### config.mk
export PLATFORM = sky130hd
export DESIGN_NAME = mtrt_ctrl
export DESIGN_NICKNAME = d
export VERILOG_FILES = /design/src/rtl/mtrt_pkg.sv /design/src/rtl/mtrt_ctrl.sv
export SDC_FILE = /design/constraint.sdc
export NUM_CORES = 1
export LEC_CHECK = 0
export CORE_MARGIN = 8
export CORE_UTILIZATION = 40
export DETAILED_ROUTE_END_ITERATION = 8
export DONT_BUFFER_PORTS = 1
export PLACE_DENSITY = 0.56
export SYNTH_ARGS = -nofsm -noshare
export SYNTH_HDL_FRONTEND = slang
export SYNTH_SLANG_ARGS = --single-unit
### constraint.sdc
create_clock -name i_clk -period 2.7 [get_ports i_clk]
set_input_delay 0.27 -clock i_clk [delete_from_list [all_inputs] [get_ports i_clk]]
set_output_delay 0.27 -clock i_clk [all_outputs]
set_load 0.02 [all_outputs]
### src/rtl/mtrt_pkg.sv
// Package for the memory-type reservation table.
// Holds item payload types, op and status codes, table entry and control structs.
// No dependencies.
package mtrt_pkg;

    localparam int DEF_TABLE_DEPTH = 64;
    localparam int DEF_PAGE_BYTES  = 4096;

    // Erase match kinds
    localparam logic KIND_EXACT = 1'b0;
    localparam logic KIND_TAIL  = 1'b1;

    // Op codes
    localparam logic [1:0] OP_INSERT = 2'd0;
    localparam logic [1:0] OP_ERASE  = 2'd1;
    localparam logic [1:0] OP_LOOKUP = 2'd2;
    localparam logic [1:0] OP_UNUSED = 2'd3;

    // Status codes
    localparam logic [1:0] ST_OK       = 2'd0;
    localparam logic [1:0] ST_CONFLICT = 2'd1;
    localparam logic [1:0] ST_NOMATCH  = 2'd2;
    localparam logic [1:0] ST_FULL     = 2'd3;

    typedef struct packed {
        logic [1:0]  op;
        logic [51:0] range_start;
        logic [52:0] range_end;
        logic [2:0]  req_type;
        logic        adopt_existing;
    } t_req;

    typedef struct packed {
        logic [1:0]  status;
        logic [2:0]  entry_type;
        logic        hit;
        logic [51:0] entry_first;
        logic [52:0] entry_last;
        logic        whole_removed;
    } t_rsp;

    typedef struct packed {
        logic [51:0] first;
        logic [52:0] last;
        logic [2:0]  mtype;
    } t_entry;

    // Controller to datapath
    typedef struct packed {
        logic       load;
        logic       rd_en;
        logic       scan;
        logic       key_sel;
        logic       cp_en;
        logic       wr_new;
        logic       res_load;
        logic [1:0] res_status;
    } t_cmd;

    // Datapath to controller
    typedef struct packed {
        logic [1:0] op;
        logic       empty;
        logic       clash;
        logic       lk_found;
        logic       e_pos;
        logic       e_ex;
        logic       e_em;
        logic       out_busy;
    } t_sts;

endpackage

### src/rtl/mtrt_ctrl.sv
// Controller: sequences scans, shifts and placement over the table slots.
// Depends on mtrt_pkg; drives mtrt_datapath.
module mtrt_ctrl
    import mtrt_pkg::*;
#(
    parameter int TABLE_DEPTH = DEF_TABLE_DEPTH
) (
    input  logic                           i_clk,
    input  logic                           i_rst_n,
    input  logic                           i_in_valid,
    output logic                           o_in_ready,
    input  t_sts                           i_sts,
    output t_cmd                           o_cmd,
    output logic [$clog2(TABLE_DEPTH)-1:0] o_rd_addr,
    output logic [$clog2(TABLE_DEPTH)-1:0] o_wr_addr
);
    localparam int AW = $clog2(TABLE_DEPTH);
    localparam int CW = $clog2(TABLE_DEPTH + 1);

    localparam logic [3:0] S_IDLE  = 4'd0;
    localparam logic [3:0] S_SCAN  = 4'd1;
    localparam logic [3:0] S_DEC   = 4'd2;
    localparam logic [3:0] S_SHD   = 4'd3;
    localparam logic [3:0] S_CPD   = 4'd4;
    localparam logic [3:0] S_PLACE = 4'd5;
    localparam logic [3:0] S_SHU   = 4'd6;
    localparam logic [3:0] S_UDR   = 4'd7;
    localparam logic [3:0] S_FIN   = 4'd8;

    logic [3:0]    r_state, n_state;
    logic [CW-1:0] r_count, n_count, r_i, n_i, r_ridx, n_ridx;
    logic [CW-1:0] r_pos, n_pos, r_kx, n_kx, r_ke, n_ke;
    logic          r_pos_v, n_pos_v, r_kx_v, n_kx_v, r_ke_v, n_ke_v;
    logic          r_scan2, n_scan2, r_shrink, n_shrink;
    logic [1:0]    r_code, n_code;
    logic [CW-1:0] i_inc, i_dec;

    assign i_inc = r_i + CW'(1);
    assign i_dec = r_i - CW'(1);

    always_comb begin
        n_state  = r_state;
        n_count  = r_count;
        n_i      = r_i;
        n_ridx   = r_ridx;
        n_pos    = r_pos;
        n_pos_v  = r_pos_v;
        n_kx     = r_kx;
        n_kx_v   = r_kx_v;
        n_ke     = r_ke;
        n_ke_v   = r_ke_v;
        n_scan2  = r_scan2;
        n_shrink = r_shrink;
        n_code   = r_code;
        o_cmd    = '0;
        o_cmd.res_status = r_code;
        o_cmd.key_sel    = r_scan2;
        o_rd_addr = '0;
        o_wr_addr = '0;
        case (r_state)
            S_IDLE: begin
                if (i_in_valid) begin
                    o_cmd.load = 1'b1;
                    n_i      = '0;
                    n_scan2  = 1'b0;
                    n_pos_v  = 1'b0;
                    n_kx_v   = 1'b0;
                    n_ke_v   = 1'b0;
                    n_shrink = 1'b0;
                    n_state  = S_SCAN;
                end
            end
            S_SCAN: begin
                // note first hits of the entry returning this cycle
                if (i_sts.e_pos && !r_pos_v) begin
                    n_pos_v = 1'b1;
                    n_pos   = r_ridx;
                end
                if (i_sts.e_ex && !r_kx_v) begin
                    n_kx_v = 1'b1;
                    n_kx   = r_ridx;
                end
                if (i_sts.e_em && !r_ke_v) begin
                    n_ke_v = 1'b1;
                    n_ke   = r_ridx;
                end
                if (r_i < r_count) begin
                    o_cmd.rd_en = 1'b1;
                    o_cmd.scan  = 1'b1;
                    o_rd_addr   = r_i[AW-1:0];
                    n_ridx      = r_i;
                    n_i         = i_inc;
                end else begin
                    n_state = S_DEC;
                end
            end
            S_DEC: begin
                n_state = S_FIN;
                n_code  = ST_NOMATCH;
                if (r_scan2) begin
                    n_code  = ST_OK;
                    n_pos   = r_pos_v ? r_pos : r_count;
                    n_i     = r_count;
                    n_state = S_SHD;
                end else begin
                    case (i_sts.op)
                        OP_INSERT: begin
                            if (i_sts.empty) begin
                                n_code = ST_NOMATCH;
                            end else if (i_sts.clash) begin
                                n_code = ST_CONFLICT;
                            end else if (r_count == CW'(TABLE_DEPTH)) begin
                                n_code = ST_FULL;
                            end else begin
                                n_code  = ST_OK;
                                n_pos   = r_pos_v ? r_pos : r_count;
                                n_i     = r_count;
                                n_state = S_SHD;
                            end
                        end
                        OP_ERASE: begin
                            if (!i_sts.empty && (r_kx_v || r_ke_v)) begin
                                n_code   = ST_OK;
                                n_i      = r_kx_v ? r_kx : r_ke;
                                n_shrink = !r_kx_v;
                                n_state  = S_SHU;
                            end
                        end
                        OP_LOOKUP: begin
                            n_code = i_sts.lk_found ? ST_OK : ST_NOMATCH;
                        end
                        default: begin
                            n_code = ST_NOMATCH;
                        end
                    endcase
                end
            end
            // open a slot: copy slot i-1 into slot i, from the end down to pos
            S_SHD: begin
                if (r_i > r_pos) begin
                    o_cmd.rd_en = 1'b1;
                    o_cmd.cp_en = 1'b1;
                    o_rd_addr   = i_dec[AW-1:0];
                    o_wr_addr   = r_i[AW-1:0];
                    n_i         = i_dec;
                end else begin
                    n_state = S_CPD;
                end
            end
            S_CPD: begin
                n_state = S_PLACE;
            end
            S_PLACE: begin
                o_cmd.wr_new = 1'b1;
                o_wr_addr    = r_pos[AW-1:0];
                n_count      = r_count + CW'(1);
                n_state      = S_FIN;
            end
            // close a slot: copy slot i+1 into slot i
            S_SHU: begin
                if (i_inc < r_count) begin
                    o_cmd.rd_en = 1'b1;
                    o_cmd.cp_en = 1'b1;
                    o_rd_addr   = i_inc[AW-1:0];
                    o_wr_addr   = r_i[AW-1:0];
                    n_i         = i_inc;
                end else begin
                    n_count = r_count - CW'(1);
                    n_state = S_UDR;
                end
            end
            S_UDR: begin
                if (r_shrink) begin
                    n_scan2 = 1'b1;
                    n_i     = '0;
                    n_pos_v = 1'b0;
                    n_state = S_SCAN;
                end else begin
                    n_state = S_FIN;
                end
            end
            S_FIN: begin
                if (!i_sts.out_busy) begin
                    o_cmd.res_load = 1'b1;
                    n_state        = S_IDLE;
                end
            end
            default: begin
                n_state = S_IDLE;
            end
        endcase
    end

    always_ff @(posedge i_clk) begin
        if (!i_rst_n) begin
            r_state  <= S_IDLE;
            r_count  <= '0;
            r_i      <= '0;
            r_ridx   <= '0;
            r_pos    <= '0;
            r_pos_v  <= 1'b0;
            r_kx     <= '0;
            r_kx_v   <= 1'b0;
            r_ke     <= '0;
            r_ke_v   <= 1'b0;
            r_scan2  <= 1'b0;
            r_shrink <= 1'b0;
            r_code   <= ST_OK;
        end else begin
            r_state  <= n_state;
            r_count  <= n_count;
            r_i      <= n_i;
            r_ridx   <= n_ridx;
            r_pos    <= n_pos;
            r_pos_v  <= n_pos_v;
            r_kx     <= n_kx;
            r_kx_v   <= n_kx_v;
            r_ke     <= n_ke;
            r_ke_v   <= n_ke_v;
            r_scan2  <= n_scan2;
            r_shrink <= n_shrink;
            r_code   <= n_code;
        end
    end

    assign o_in_ready = (r_state == S_IDLE);

endmodule

==> flow_metrics.env <==
export IMPL_critical_path_top_delay_family="compound AO/OA/AOI/OAI gates"
export IMPL_final_max_slew_violation_count=0
export IMPL_muxShareOfSynthArea_pct=8.547
export IMPL_netlist_area_um2=3762
export IMPL_antenna_found_initial=0
export IMPL_total_power_mw=3.705
export IMPL_period_needed_ns=2.881
export IMPL_seqPwrFrac_pct=27.6
export IMPL_dr_pass1_iters=6
export IMPL_synth_avg_cell_area_um2=7.726
export IMPL_grt_pass1_vias=3545
export IMPL_post_route_drc_count=0
export IMPL_maxCapViolCount=0
export IMPL_rsz0062_at_grt="yes"
export IMPL_combPwrFrac_pct=58.5
export IMPL_hpwlAfterDp_um=9390
export IMPL_p_switching_mw=1.748
export IMPL_synth_compound_area_share_pct=23.35
export IMPL_cp_required_ns=2.43
export IMPL_worstSkewPairLatency_ns=0.33
export IMPL_place_congestion=0.9105
export IMPL_clockPowerShare_pct=13.8
export IMPL_drtIter0Drc=251
export IMPL_port_buffers=0
export IMPL_grt_total_usage_pct=18.69
export IMPL_ys_types=65
export IMPL_initial_utilization_pct=40.91
export IMPL_yosysWarnings=0
export IMPL_worst_clock_skew_ns=0.02107
export IMPL_status="complete, but fails checks"
export IMPL_fp_dieH_um=113.0
export IMPL_hold_viol=0
export IMPL_path_class="flop to primary output"
export IMPL_clk_pin_slew_ns=0.13
export IMPL_cts_root_buffer="clkbuf_8"
export IMPL_wl_per_cell_um=18.52
export IMPL_pin_count=34
export IMPL_synth_simple_gate_area_share_pct=22.25
export IMPL_crit_slowest_cell="dfxtp_4"
export IMPL_syn_instance_count=487
export IMPL_cts_tree="built"
export IMPL_critPathBufInv=2
export IMPL_power_density_nw_per_um2=796.0
export IMPL_htree_levels=2
export IMPL_core_area_um2=9196
export IMPL_routed_wl_um=11980
export IMPL_worstMarginPinSlew_ns=0.8361
export IMPL_start_kind="flop"
export IMPL_clock_fmax_mhz=347.2
export IMPL_clock_path_buffers=2
export IMPL_power_leakage_nw=1.987
export IMPL_max_slew_margin_pct=44.18
export IMPL_p_int_mw=1.957
export IMPL_setup_ws_ns=-0.1806
export IMPL_synth_seq_cells=53
export IMPL_nNetsFinal=574
export IMPL_setup_violations=14
export IMPL_min_period_over_period_pct=106.7
export IMPL_grt_overflow_total=0
export IMPL_grt_pass1_wl_um=18990
export IMPL_vias=3776
export IMPL_final_common_cell="buf_4"
export IMPL_synth_ff_type="dfxtp_1"
export IMPL_area_delta_synth_final_pct=23.71
export IMPL_cpMostUsedCell="buf_4"
export IMPL_synth_nets=526
export IMPL_clkSinkCount=53
export IMPL_cpPeakStageDelay_ns=0.39
export IMPL_yosys_area_share_xor_xnor_pct=2.095
export IMPL_crit_chain="ha_4, nand3_2, nor2_2, xor2_1, ha_1, a21oi_2, o21ai_2, a211oi_2, buf_4, nor2_4, a21oi_1, buf_4"
export IMPL_antennaDiodeCount=0
export IMPL_synth_edff_count=0
export IMPL_grt_start_max_net_pins=47
export IMPL_cp_max_fo=5
export IMPL_dieArea_um2=12770
export IMPL_final_cell_mix="buf_4 (63), nand2_1 (61), nor2_1 (55), dfxtp_1 (49), a21oi_1 (32)"
export IMPL_cts_buffers=5
export IMPL_vdd_drop_max_mv=0.3497
export IMPL_die_w_um=113.0
export IMPL_final_core_util_pct=50.61
export IMPL_end_kind="primary output"
export IMPL_viasPerCell=5.836
export IMPL_yosysSeqAreaShare_pct=28.20
export IMPL_failed_checks="negative setup slack"
export IMPL_synth_top_family_by_area="compound AO/OA/AOI/OAI gates"
export IMPL_yosys_area_share_adder_pct=9.179
export IMPL_switching_share_pct=47.18
export IMPL_arrival_ns=2.61
export IMPL_num_rows=35
export IMPL_hp_class="input pin to flop"
export IMPL_async_reset_ff_share_pct=0
export IMPL_ant_nets=0
export IMPL_drive_above_1_share_pct=25.00
==> routing by layer <==
metal | wire (um) | up-vias | global-route usage [%]
li1 | - | 1835 | -
met1 | 5495 | 1805 | 24.98
met2 | 5511 | 112 | 29.61
met3 | 674 | 24 | 3.355
met4 | 301 | 0 | 6.306
met5 | 0 | - | 0
==> through the flow <==
stage | std cells | TNS [ns] | hold slack (ns) | setup WS (ns) | area (um^2)
after floorplan | 487 | -0.1133 | 0.4098 | -0.02515 | 3780
after global placement | 628 | 0 | 0.4147 | 0.02098 | 4224
after detailed placement | 628 | -0.2070 | 0.4264 | -0.05553 | 4224
after CTS | 640 | -1.881 | 0.08184 | -0.2248 | 4468
after global routing | 647 | -3.180 | 0.07340 | -0.2860 | 4654
final | 647 | -1.640 | 0.08044 | -0.1806 | 4654
==> what timing repair did <==
| action | 4_1_cts | 5_1_grt |
|---|---|---|
| gates resized for setup | 27 | 36 |
| hold buffers | 0 | 0 |
| pin swaps | 7 | 22 |
| buffers inserted | 4 | 7 |
| endpoints found under the hold margin | 0 | 0 |
| endpoints found under the setup margin | 18 | 20 |
==> logic make-up after synthesis <==
family / count (synthesis)
AOI/OAI and AO/OA: 130
xor gates and xnor gates: 9
adders and majority gates: 27
buffers and inverters: 56
DFF: 53
muxes: 32
and+or+nand+nor: 180
==> Yosys cell counts (4+ instances only) <==
library cell,n,share of area (%)
a211oi_1,12,2.4
a311oi_1,8,1.9
mux2i_1,31,8.2
nor3_1,5,0.67
nand2_1,67,6.7
xnor2_1,5,1.2
a211o_1,4,0.93
nand2b_1,4,0.67
xor2_1,4,0.93
clkbuf_1,17,1.7
dfxtp_1,53,28
nand3_1,6,0.80
a21oi_1,37,4.9
inv_1,23,2.3
a22o_1,4,0.93
nor2_1,59,5.9
o21ai_0,26,3.5
buf_2,6,0.80
or3_1,4,0.67
ha_1,26,8.6
nor4_1,4,0.67
o21ai_1,5,0.67
nor2b_1,6,1.0
==> flip-flops by register name, summed over array words and instances (netlist names) <==
signal and flops:
r_ridx 7, r_i 7, r_scan2 1, r_code 2, r_kx_v 1, r_shrink 1
r_state 4, r_pos 7, r_kx 7, r_ke 7, r_count 7, r_ke_v 1
r_pos_v 1
==> power by group through the flow <==
stage	Combinational [mW]	Sequential [mW]	Clock [mW]
final	2.17	1.02	0.513
after global routing	2.36	1.04	0.562
after CTS	1.97	1.01	0.522
after detailed placement	1.89	1.02	0
after global placement	1.87	1.02	0
after floorplan	1.32	0.975	0
==> cell type report <==
type / count / area (um^2)
Clock buffer: 5 / 68.82
Timing Repair Buffer: 71 / 563.0
Inverter: 26 / 100.1
Tap cell: 111 / 138.9
Multi-Input combinational cell: 378 / 2679
Clock inverter: 3 / 33.78
Sequential cell: 53 / 1071
Fill cell: 929 / 4542
==> worst paths after layout <==
| check | startpoint | to | slack [ns] | cells past startpoint |
|---|---|---|---|---|
| max | r_i[0]$_SDFFE_PN0P_ | o_rd_addr[0] | -0.18 | 12 |
| min | i_rst_n | r_i[0]$_SDFFE_PN0P_ | 0.08 | 2 |
| max reg2reg | r_i[0]$_SDFFE_PN0P_ | r_i[1]$_SDFFE_PN0P_ | 0.09 | 13 |
| min reg2reg | r_shrink$_SDFFE_PN0P_ | r_shrink$_SDFFE_PN0P_ | 0.49 | 2 |
Note: power is estimated with default switching activity, not from simulation.
